`config.mk`:
```
export PLATFORM = sky130hd
export DESIGN_NAME = sha256_message_hasher_flat
export DESIGN_NICKNAME = d
export VERILOG_FILES = /design/src/design/sha_pkg.sv /design/src/design/sha_if.sv /design/src/design/sha_datapath.sv /design/src/design/sha_ctrl.sv /design/src/design/sha256_message_hasher.sv /design/src/flat_wrapper.sv
export SDC_FILE = /design/constraint.sdc
export NUM_CORES = 2
export LEC_CHECK = 0
export BUFFER_PORTS_ARGS = -buffer_cell sky130_fd_sc_hd__buf_2
export CAP_MARGIN = 20
export CORE_MARGIN = 4
export CORE_UTILIZATION = 52
export CTS_CLUSTER_DIAMETER = 200
export CTS_CLUSTER_SIZE = 30
export DETAILED_ROUTE_END_ITERATION = 16
export HOLD_SLACK_MARGIN = 0.03
export PLACE_DENSITY_LB_ADDON = 0.2
export SLEW_MARGIN = 20
export SYNTH_ARGS = -nofsm -noshare
export SYNTH_HDL_FRONTEND = slang
export SYNTH_SLANG_ARGS = --single-unit
export TNS_END_PERCENT = 5
```
`constraint.sdc`:
```
create_clock -name clk_i -period 27 [get_ports clk_i]
set_clock_uncertainty 0.15 [all_clocks]
set_input_delay 1.35 -clock clk_i [delete_from_list [all_inputs] [get_ports clk_i]]
set_output_delay 1.35 -clock clk_i [all_outputs]
set_load 0.02 [all_outputs]
```
`src/design/sha_pkg.sv`:
```
`timescale 1ns / 1ps
package sha_pkg;

  localparam int unsigned BlockBytes  = 64;
  localparam int unsigned LenOffset   = 56;
  localparam int unsigned Rounds      = 64;
  localparam int unsigned DigestWords = 8;
  localparam logic [7:0]  PadByte     = 8'h80;

  typedef enum logic [2:0] {
    ST_IDLE,
    ST_COMPRESS,
    ST_PAD,
    ST_FINISH,
    ST_EMIT
  } ctrl_state_e;

  // Commands from the controller to the datapath.
  typedef struct packed {
    logic take_byte;
    logic start_block;
    logic pad_write;
    logic pad_final;
    logic emit_word;
    logic reinit;
  } dp_cmd_t;

  // Status back to the controller.
  typedef struct packed {
    logic busy;
    logic block_full;
    logic last_word;
  } dp_status_t;

  function automatic logic [31:0] round_const(input logic [5:0] idx);
    logic [31:0] k [64];
    k = '{
      32'h428a2f98, 32'h71374491, 32'hb5c0fbcf, 32'he9b5dba5, 32'h3956c25b, 32'h59f111f1,
      32'h923f82a4, 32'hab1c5ed5, 32'hd807aa98, 32'h12835b01, 32'h243185be, 32'h550c7dc3,
      32'h72be5d74, 32'h80deb1fe, 32'h9bdc06a7, 32'hc19bf174, 32'he49b69c1, 32'hefbe4786,
      32'h0fc19dc6, 32'h240ca1cc, 32'h2de92c6f, 32'h4a7484aa, 32'h5cb0a9dc, 32'h76f988da,
      32'h983e5152, 32'ha831c66d, 32'hb00327c8, 32'hbf597fc7, 32'hc6e00bf3, 32'hd5a79147,
      32'h06ca6351, 32'h14292967, 32'h27b70a85, 32'h2e1b2138, 32'h4d2c6dfc, 32'h53380d13,
      32'h650a7354, 32'h766a0abb, 32'h81c2c92e, 32'h92722c85, 32'ha2bfe8a1, 32'ha81a664b,
      32'hc24b8b70, 32'hc76c51a3, 32'hd192e819, 32'hd6990624, 32'hf40e3585, 32'h106aa070,
      32'h19a4c116, 32'h1e376c08, 32'h2748774c, 32'h34b0bcb5, 32'h391c0cb3, 32'h4ed8aa4a,
      32'h5b9cca4f, 32'h682e6ff3, 32'h748f82ee, 32'h78a5636f, 32'h84c87814, 32'h8cc70208,
      32'h90befffa, 32'ha4506ceb, 32'hbef9a3f7, 32'hc67178f2
    };
    return k[idx];
  endfunction

  function automatic logic [31:0] init_hash(input logic [2:0] idx);
    logic [31:0] h [8];
    h = '{
      32'h6a09e667, 32'hbb67ae85, 32'h3c6ef372, 32'ha54ff53a,
      32'h510e527f, 32'h9b05688c, 32'h1f83d9ab, 32'h5be0cd19
    };
    return h[idx];
  endfunction

endpackage

```
`src/design/sha_if.sv`:
```
`timescale 1ns / 1ps
interface sha_in_if;
  logic       valid;
  logic       ready;
  logic [7:0] message_byte;
  logic       byte_present;
  logic       end_of_message;
  modport source (output valid, message_byte, byte_present, end_of_message, input ready);
  modport sink (input valid, message_byte, byte_present, end_of_message, output ready);
  modport monitor (input valid, ready, message_byte, byte_present, end_of_message);
endinterface

interface sha_out_if;
  logic        valid;
  logic        ready;
  logic [31:0] digest_word;
  logic [2:0]  word_number;
  logic        final_word;
  modport source (output valid, digest_word, word_number, final_word, input ready);
  modport sink (input valid, digest_word, word_number, final_word, output ready);
  modport monitor (input valid, ready, digest_word, word_number, final_word);
endinterface

```
`src/design/sha_datapath.sv`:
```
`timescale 1ns / 1ps
module sha_datapath
  import sha_pkg::*;
(
  input  logic        clk_i,
  input  logic        rst_ni,
  input  dp_cmd_t     cmd_i,
  input  logic [7:0]  byte_i,
  output dp_status_t  status_o,
  output logic [5:0]  fill_o,
  output logic [31:0] digest_o,
  output logic [2:0]  word_idx_o
);

  logic [31:0] w_q [16];
  logic [31:0] r_q [8];
  logic [31:0] h_q [8];
  logic [60:0] count_q;
  logic [5:0]  fill_q;
  logic [5:0]  round_q;
  logic        run_q;
  logic [2:0]  word_q;

  logic [31:0] big0, big1, ch, maj, t1, t2, s0, s1, w_new, wt;
  logic [63:0] bit_len;

  assign wt = w_q[0];
  assign s0 = {w_q[1][6:0], w_q[1][31:7]} ^ {w_q[1][17:0], w_q[1][31:18]} ^ (w_q[1] >> 3);
  assign s1 = {w_q[14][16:0], w_q[14][31:17]} ^ {w_q[14][18:0], w_q[14][31:19]}
            ^ (w_q[14] >> 10);
  assign w_new = w_q[0] + s0 + w_q[9] + s1;
  assign big1 = {r_q[4][5:0], r_q[4][31:6]} ^ {r_q[4][10:0], r_q[4][31:11]}
              ^ {r_q[4][24:0], r_q[4][31:25]};
  assign ch   = (r_q[4] & r_q[5]) ^ (~r_q[4] & r_q[6]);
  assign t1   = r_q[7] + big1 + ch + round_const(round_q) + wt;
  assign big0 = {r_q[0][1:0], r_q[0][31:2]} ^ {r_q[0][12:0], r_q[0][31:13]}
              ^ {r_q[0][21:0], r_q[0][31:22]};
  assign maj  = (r_q[0] & r_q[1]) ^ (r_q[0] & r_q[2]) ^ (r_q[1] & r_q[2]);
  assign t2   = big0 + maj;
  assign bit_len = {count_q, 3'b000};

  // Write one byte into the word buffer at the current fill position.
  function automatic logic [31:0] put_byte(input logic [31:0] w, input logic [1:0] pos,
                                            input logic [7:0] b);
    logic [31:0] r;
    r = w;
    case (pos)
      2'd0:    r[31:24] = b;
      2'd1:    r[23:16] = b;
      2'd2:    r[15:8]  = b;
      default: r[7:0]   = b;
    endcase
    return r;
  endfunction

  always_ff @(posedge clk_i or negedge rst_ni) begin
    if (!rst_ni) begin
      count_q <= '0;
      fill_q  <= '0;
      round_q <= '0;
      run_q   <= 1'b0;
      word_q  <= '0;
      for (int i = 0; i < 8; i++) h_q[i] <= init_hash(3'(i));
    end else begin
      if (cmd_i.take_byte) begin
        count_q <= count_q + 61'd1;
        fill_q  <= fill_q + 6'd1;
      end
      if (cmd_i.pad_write) begin
        // Zero fill, or the 0x80 marker at the message's end position.
        fill_q <= fill_q + 6'd1;
      end
      if (cmd_i.start_block) begin
        run_q   <= 1'b1;
        round_q <= '0;
      end
      if (run_q) begin
        round_q <= round_q + 6'd1;
        if (round_q == 6'(Rounds - 1)) begin
          // The chain takes the working values as they leave the last round.
          run_q  <= 1'b0;
          h_q[0] <= h_q[0] + t1 + t2;
          h_q[1] <= h_q[1] + r_q[0];
          h_q[2] <= h_q[2] + r_q[1];
          h_q[3] <= h_q[3] + r_q[2];
          h_q[4] <= h_q[4] + r_q[3] + t1;
          h_q[5] <= h_q[5] + r_q[4];
          h_q[6] <= h_q[6] + r_q[5];
          h_q[7] <= h_q[7] + r_q[6];
        end
      end
      if (cmd_i.emit_word) word_q <= word_q + 3'd1;
      if (cmd_i.reinit) begin
        count_q <= '0;
        fill_q  <= '0;
        word_q  <= '0;
        for (int i = 0; i < 8; i++) h_q[i] <= init_hash(3'(i));
      end
    end
  end

  // Message schedule and working registers carry no reset.
  always_ff @(posedge clk_i) begin
    if (cmd_i.take_byte) begin
      w_q[fill_q[5:2]] <= put_byte(w_q[fill_q[5:2]], fill_q[1:0], byte_i);
    end else if (cmd_i.pad_write) begin
      w_q[fill_q[5:2]] <= put_byte(w_q[fill_q[5:2]], fill_q[1:0],
                                   cmd_i.pad_final ? PadByte : 8'h00);
    end else if (cmd_i.start_block && fill_q == 6'(LenOffset) && !cmd_i.pad_final) begin
      // Final block: place the bit length in the last two words.
      w_q[14] <= bit_len[63:32];
      w_q[15] <= bit_len[31:0];
    end
    if (cmd_i.start_block) begin
      for (int i = 0; i < 8; i++) r_q[i] <= h_q[i];
    end
    if (run_q) begin
      for (int i = 0; i < 15; i++) w_q[i] <= w_q[i+1];
      w_q[15] <= w_new;
      r_q[7] <= r_q[6];
      r_q[6] <= r_q[5];
      r_q[5] <= r_q[4];
      r_q[4] <= r_q[3] + t1;
      r_q[3] <= r_q[2];
      r_q[2] <= r_q[1];
      r_q[1] <= r_q[0];
      r_q[0] <= t1 + t2;
    end
  end

  assign status_o.busy            = run_q;
  assign status_o.block_full      = (fill_q == 6'(BlockBytes - 1));
  assign status_o.last_word       = (word_q == 3'(DigestWords - 1));
  assign fill_o     = fill_q;
  assign digest_o   = h_q[word_q];
  assign word_idx_o = word_q;

endmodule

```
`src/design/sha_ctrl.sv`:
```
`timescale 1ns / 1ps
module sha_ctrl
  import sha_pkg::*;
(
  input  logic       clk_i,
  input  logic       rst_ni,
  input  logic       in_valid_i,
  input  logic       in_byte_i,
  input  logic       in_end_i,
  output logic       in_ready_o,
  output logic       out_valid_o,
  input  logic       out_ready_i,
  input  dp_status_t status_i,
  input  logic [5:0] fill_i,
  output dp_cmd_t    cmd_o
);

  ctrl_state_e state_q, state_d;
  logic        end_q, end_d;
  logic        marked_q, marked_d;
  logic        fire;

  assign fire = in_valid_i && in_ready_o;

  // Next state.
  always_comb begin
    state_d  = state_q;
    end_d    = end_q;
    marked_d = marked_q;
    case (state_q)
      ST_IDLE: begin
        if (fire) begin
          end_d    = in_end_i;
          marked_d = 1'b0;
          if (in_byte_i && status_i.block_full) state_d = ST_COMPRESS;
          else if (in_end_i) state_d = ST_PAD;
        end
      end
      ST_COMPRESS: begin
        // Only the block holding the length leaves the fill at the length offset.
        if (!status_i.busy && !cmd_o.start_block) begin
          if (end_q && (!marked_q || fill_i != 6'(LenOffset))) state_d = ST_PAD;
          else if (end_q) state_d = ST_EMIT;
          else state_d = ST_IDLE;
        end
      end
      ST_PAD: begin
        if (!marked_q) marked_d = 1'b1;
        if (marked_q && fill_i == 6'(LenOffset)) state_d = ST_FINISH;
        else if (marked_q && fill_i == 6'(BlockBytes - 1)) state_d = ST_COMPRESS;
        else if (!marked_q && status_i.block_full) state_d = ST_COMPRESS;
        if (!marked_q && status_i.block_full) marked_d = 1'b1;
      end
      ST_FINISH: state_d = ST_COMPRESS;
      ST_EMIT: begin
        if (out_ready_i && status_i.last_word) state_d = ST_IDLE;
      end
      default: state_d = ST_IDLE;
    endcase
  end

  // Outputs.
  always_comb begin
    cmd_o       = '0;
    in_ready_o  = 1'b0;
    out_valid_o = 1'b0;
    case (state_q)
      ST_IDLE: begin
        in_ready_o      = 1'b1;
        cmd_o.take_byte = fire && in_byte_i;
        cmd_o.start_block = fire && in_byte_i && status_i.block_full;
      end
      ST_COMPRESS: ;
      ST_PAD: begin
        cmd_o.pad_write = !(marked_q && fill_i == 6'(LenOffset));
        cmd_o.pad_final = !marked_q;
        cmd_o.start_block = (status_i.block_full);
      end
      ST_FINISH: begin
        cmd_o.start_block = 1'b1;
      end
      ST_EMIT: begin
        out_valid_o     = 1'b1;
        cmd_o.emit_word = out_ready_i;
        cmd_o.reinit    = out_ready_i && status_i.last_word;
      end
      default: ;
    endcase
  end

  always_ff @(posedge clk_i or negedge rst_ni) begin
    if (!rst_ni) begin
      state_q  <= ST_IDLE;
      end_q    <= 1'b0;
      marked_q <= 1'b0;
    end else begin
      state_q  <= state_d;
      end_q    <= end_d;
      marked_q <= marked_d;
    end
  end

endmodule

```
`src/design/sha256_message_hasher.sv`:
```
`timescale 1ns / 1ps
// SHA-256 hasher over a byte stream.
// Input channel in_if: one transaction carries at most one message byte
// (byte_present) and an end-of-message mark. A byte that completes a
// 64-byte block starts a compression of 64 rounds, one per cycle; the next
// input is taken only after that compression has finished. Other
// transactions without an end mark are accepted without a stall.
// At end of message the block writes the padding one byte per cycle into
// the schedule buffer (pausing while a block is compressed if an extra block
// is needed), loads the bit length and runs the final compression.
// Output channel out_if then presents the eight digest words, word 0
// first, one per accepted transaction; final_word marks word 7. The first
// word appears once the final compression has finished.
// A stalled receiver simply holds the current word; no input is accepted
// until all eight words have gone out, after which the chain value and
// length reset.
// Reset (rst_ni low, asynchronous) loads the initial hash values, clears
// the length and returns to the idle state ready for a new message.
module sha256_message_hasher
  import sha_pkg::*;
(
  input  logic clk_i,
  input  logic rst_ni,
  sha_in_if.sink    in_if,
  sha_out_if.source out_if
);

  dp_cmd_t    cmd;
  dp_status_t status;
  logic [5:0] fill;
  logic [31:0] digest;
  logic [2:0]  word_idx;

  sha_datapath u_dp (
    .clk_i      (clk_i),
    .rst_ni     (rst_ni),
    .cmd_i      (cmd),
    .byte_i     (in_if.message_byte),
    .status_o   (status),
    .fill_o     (fill),
    .digest_o   (digest),
    .word_idx_o (word_idx)
  );

  sha_ctrl u_ctrl (
    .clk_i       (clk_i),
    .rst_ni      (rst_ni),
    .in_valid_i  (in_if.valid),
    .in_byte_i   (in_if.byte_present),
    .in_end_i    (in_if.end_of_message),
    .in_ready_o  (in_if.ready),
    .out_valid_o (out_if.valid),
    .out_ready_i (out_if.ready),
    .status_i    (status),
    .fill_i      (fill),
    .cmd_o       (cmd)
  );

  assign out_if.digest_word = digest;
  assign out_if.word_number = word_idx;
  assign out_if.final_word  = status.last_word;

`ifndef NO_ASSERTIONS
  a_no_in_while_out: assert property (@(posedge clk_i) disable iff (!rst_ni)
    out_if.valid |-> !in_if.ready) else $error("input taken during digest output");
  a_final_last: assert property (@(posedge clk_i) disable iff (!rst_ni)
    (out_if.valid && out_if.final_word) |-> (out_if.word_number == 3'd7))
    else $error("final word mismatch");
  a_busy_no_in: assert property (@(posedge clk_i) disable iff (!rst_ni)
    status.busy |-> !in_if.ready) else $error("input taken during compression");
`endif

endmodule
```
`src/flat_wrapper.sv`:
```
// flat-port wrapper written by rule: the top's interface ports become plain ports
module sha256_message_hasher_flat import sha_pkg::*;
  (clk_i, rst_ni, in_if_valid, in_if_message_byte, in_if_byte_present, in_if_end_of_message, in_if_ready, out_if_valid, out_if_digest_word, out_if_word_number, out_if_final_word, out_if_ready);
  sha_in_if in_if_i ();
  sha_out_if out_if_i ();
  input  logic clk_i;
  input  logic rst_ni;
  input wire logic [$bits(in_if_i.valid)-1:0] in_if_valid;
  input wire logic [$bits(in_if_i.message_byte)-1:0] in_if_message_byte;
  input wire logic [$bits(in_if_i.byte_present)-1:0] in_if_byte_present;
  input wire logic [$bits(in_if_i.end_of_message)-1:0] in_if_end_of_message;
  output wire logic [$bits(in_if_i.ready)-1:0] in_if_ready;
  output wire logic [$bits(out_if_i.valid)-1:0] out_if_valid;
  output wire logic [$bits(out_if_i.digest_word)-1:0] out_if_digest_word;
  output wire logic [$bits(out_if_i.word_number)-1:0] out_if_word_number;
  output wire logic [$bits(out_if_i.final_word)-1:0] out_if_final_word;
  input wire logic [$bits(out_if_i.ready)-1:0] out_if_ready;
  assign in_if_i.valid = in_if_valid;
  assign in_if_i.message_byte = in_if_message_byte;
  assign in_if_i.byte_present = in_if_byte_present;
  assign in_if_i.end_of_message = in_if_end_of_message;
  assign in_if_ready = in_if_i.ready;
  assign out_if_valid = out_if_i.valid;
  assign out_if_digest_word = out_if_i.digest_word;
  assign out_if_word_number = out_if_i.word_number;
  assign out_if_final_word = out_if_i.final_word;
  assign out_if_i.ready = out_if_ready;
  sha256_message_hasher u_core (.clk_i(clk_i), .rst_ni(rst_ni), .in_if(in_if_i), .out_if(out_if_i));
endmodule
```
==> results.cfg <==
[hold_path]
hold_depth = 1
hold_path.class = flip-flop to flip-flop
hold_start = u_core.u_dp.w_q[11][5]$_DFFE_PP_
whs_endpoint = u_core.u_dp.w_q[10][5]$_DFFE_PP_

[sta]
period_needed_ps = 11100
setup_viol = 0
fmax_mhz = 90.1
tns_ps = 0
rsz0062_at_grt = false
max_slew_margin_pct = 29.7
post-route-period-util_pct = 41.1
hold_slack_ps = 367
slew_viol_final = 0
worstMarginPinSlew_ps = 1050
hold_viol = 0

[worst_setup_path]
reg2reg_setup_slack_ps = 15900
cp-end-kind = flip-flop
cp.required_ps = 27480
path_buf_inv = 6
arrival_ps = 11580
cp_top_family = compound AO/OA/AOI/OAI gates
reg2reg_from = u_core.u_dp.round_q[1]$_DFFE_PN0N_
cp_max_fo = 23
r2r_cells = 39
reg2reg_to = u_core.u_dp.h_q[127]$_DFFE_PN0P_
cpMostUsedCell = a21oi_1
critPathMaxStageDelay_ps = 860
critPathKind = flip-flop to flip-flop
slowest_stage = ha_1
worstSetupStartpointType = flip-flop

[job]
drv_cap = 0

[yosys]
synth_nets = 8175
synth_cell_type_count = 103
ys_seq_area_share_pct = 41.1
yosys.area.top_type_share_pct = 29.9
ys_seq_elements = 1106
syn_area_per_cell_sq_um = 10.3
synth-edff-count = 768
synthCells = 7510
synth_flop_cell = edfxtp_1
yosys.area.top_type = edfxtp_1
synth_warnings = 0
syn_area_sq_mm = 0.0771
synthTopCellsByArea = edfxtp_1, ha_1, dfrtp_1, fa_1, xnor2_1
synth_async_sr_flop_share_pct = 30.6

[clocking]
cts_sinks = 1106
post_cts_buffers = 0
h-tree-depth = 2
clock-root-buffer = clkbuf_16
clk_latency_ps = 730
cts_buffers = 42
cts_resized = 0
cts.path.max_buffers = 3
cts_tree = yes
path_clk_slew_ps = 120
ctsHoldBuffers = 0

[floorplanning]
num_rows = 141
core_sq_mm = 0.147
die_h_microns = 393
start_util_pct = 52.3
die_area_sq_mm = 0.154
fp.dieW_microns = 393
ios = 52

[grt]
use_met3_pct = 3.79
grt_use_total_pct = 31.5
grt_max_degree = 153
grt_pass1_vias = 55450
grt_overflow = 0
use_met2_pct = 52.0
antenna_found_initial = 4
grt_pass1_wl_microns = 365000
grt_most_used_layer = met2
use_met1_pct = 41.2

[placed_design]
hpwl_microns = 186000
port_buffers = 51
gp_congestion = 0.985

[detailed_routing]
drt-wirelength-per-cell_microns = 26.5
wl_microns = 245000
route.detailed.drc = 0
drtPass1Iterations = 6
drt-initial-drc-count = 5433
num_vias = 57757
viasPerCell = 6.25
drtAntennaViolNets = 0

[finish]
synthToLayoutAreaGrowth_pct = 4.12
layout.cells.most_common = nand2_1
drive_above_1_share_pct = 10.2
layout_common_cells = nand2_1, edfxtp_1, a21oi_1, xnor2_1, a21o_1
final_nets = 7945

[outcome]
outcome = finished, final reports clean
==> kinds of logic (layout without fill, tap and decap cells) <==
family / after synthesis / after routing / share of synthesized area (%)
compound gates: 2030 / 2030 / 16.8
xor+xnor: 648 / 648 / 7.38
fa+ha+maj: 685 / 685 / 13.1
buf+inv: 866 / 670 / 4.24
flops: 1106 / 1106 / 41.1
mux: 416 / 416 / 7.07
other cells: 0 / 1 / 0
simple gates: 1759 / 1759 / 10.3
==> flip-flops by register name, summed over array words and instances, names as in the netlist, 3 cells and up <==
| signal | count |
|---|---|
| u_core.u_dp.fill_o | 6 |
| u_core.u_dp.h_q | 256 |
| u_core.u_ctrl.state_q | 3 |
| u_core.u_dp.round_q | 6 |
| u_core.u_dp.count_q | 61 |
| u_core.u_dp.r_q | 256 |
| u_core.u_dp.w_q | 512 |
| u_core.u_dp.word_idx_o | 3 |
==> area by class of cell <==
| cell class | count | area [sq um] |
|---|---|---|
| diodes | 1 | 2.50 |
| clock buffers | 76 | 1220 |
| clock inverters | 2 | 60.1 |
| fillers | 13073 | 67300 |
| inverters | 443 | 1670 |
| multi-input cells | 5538 | 42100 |
| flip-flops and latches | 1106 | 31700 |
| well taps | 1930 | 2410 |
| repair buffers | 149 | 1030 |
==> routing by layer <==
layer,part of all wire [%],up-vias
met3,5.8,461
met2,47,1917
li1,-,26366
met1,41,29013
met4,6.1,0
met5,0,-
==> worst max path at each step <==
stage | start | endpoint | cells past startpoint
final | u_core.u_dp.round_q[1]$_DFFE_PN0N_ | u_core.u_dp.h_q[127]$_DFFE_PN0P_ | 39
after floorplan | in_if_valid | u_core.u_dp.w_q[14][0]$_DFFE_PP_ | 9
after global placement | u_core.u_dp.round_q[1]$_DFFE_PN0N_ | u_core.u_dp.h_q[127]$_DFFE_PN0P_ | 39
after global routing | u_core.u_dp.round_q[3]$_DFFE_PN0N_ | u_core.u_dp.h_q[127]$_DFFE_PN0P_ | 40
after detailed placement | u_core.u_dp.round_q[1]$_DFFE_PN0N_ | u_core.u_dp.h_q[127]$_DFFE_PN0P_ | 39
after CTS | u_core.u_dp.round_q[1]$_DFFE_PN0N_ | u_core.u_dp.h_q[127]$_DFFE_PN0P_ | 39
==> worst register-to-register path, delay by kind of cell (launching register included) <==
family / cells / cell delay (ps)
muxes: 1 / 560
buffers and inverters: 6 / 880
DFF: 1 / 340
adders and majority gates: 6 / 2930
and+or+nand+nor: 6 / 1510
xor gates and xnor gates: 3 / 790
AOI/OAI and AO/OA: 17 / 3850
==> synthesized netlist by cell type, types with 15 or more instances <==
cell	number
o21a_1	55
dfstp_2	136
mux2_2	276
o211ai_1	118
o21ai_0	444
mux4_2	75
ha_1	436
a21o_1	455
a21boi_0	15
nor3_1	103
o31ai_1	22
nand4_1	30
fa_1	215
a311oi_1	15
nand3_1	120
nand2_1	790
o21bai_1	47
clkbuf_1	377
and2_1	45
edfxtp_1	768
inv_1	439
buf_1	38
and3_1	47
xnor2_1	474
a31oi_1	49
xor2_1	173
nor2b_1	66
mux2i_1	65
nand2b_1	67
a21oi_1	582
a211oi_1	55
or3_1	43
maj3_1	33
dfrtp_1	202
a211o_1	15
nor2_1	367
and4_1	15
==> through the flow <==
step | std cells | setup WS, ps | util [%] | cell area [sq um]
floorplan | 7510 | 17850 | - | 77100
global placement | 9161 | 16170 | 53.5 | 78900
detailed placement | 9165 | 16000 | 53.5 | 78900
CTS | 9243 | 15870 | 54.4 | 80200
global route | 9244 | 15110 | 54.4 | 80200
finish | 9245 | 15900 | 54.4 | 80200
Power is left out: the tool's default activity adds up to more than one toggle a clock period on the data nets, which glitch-free logic cannot reach.
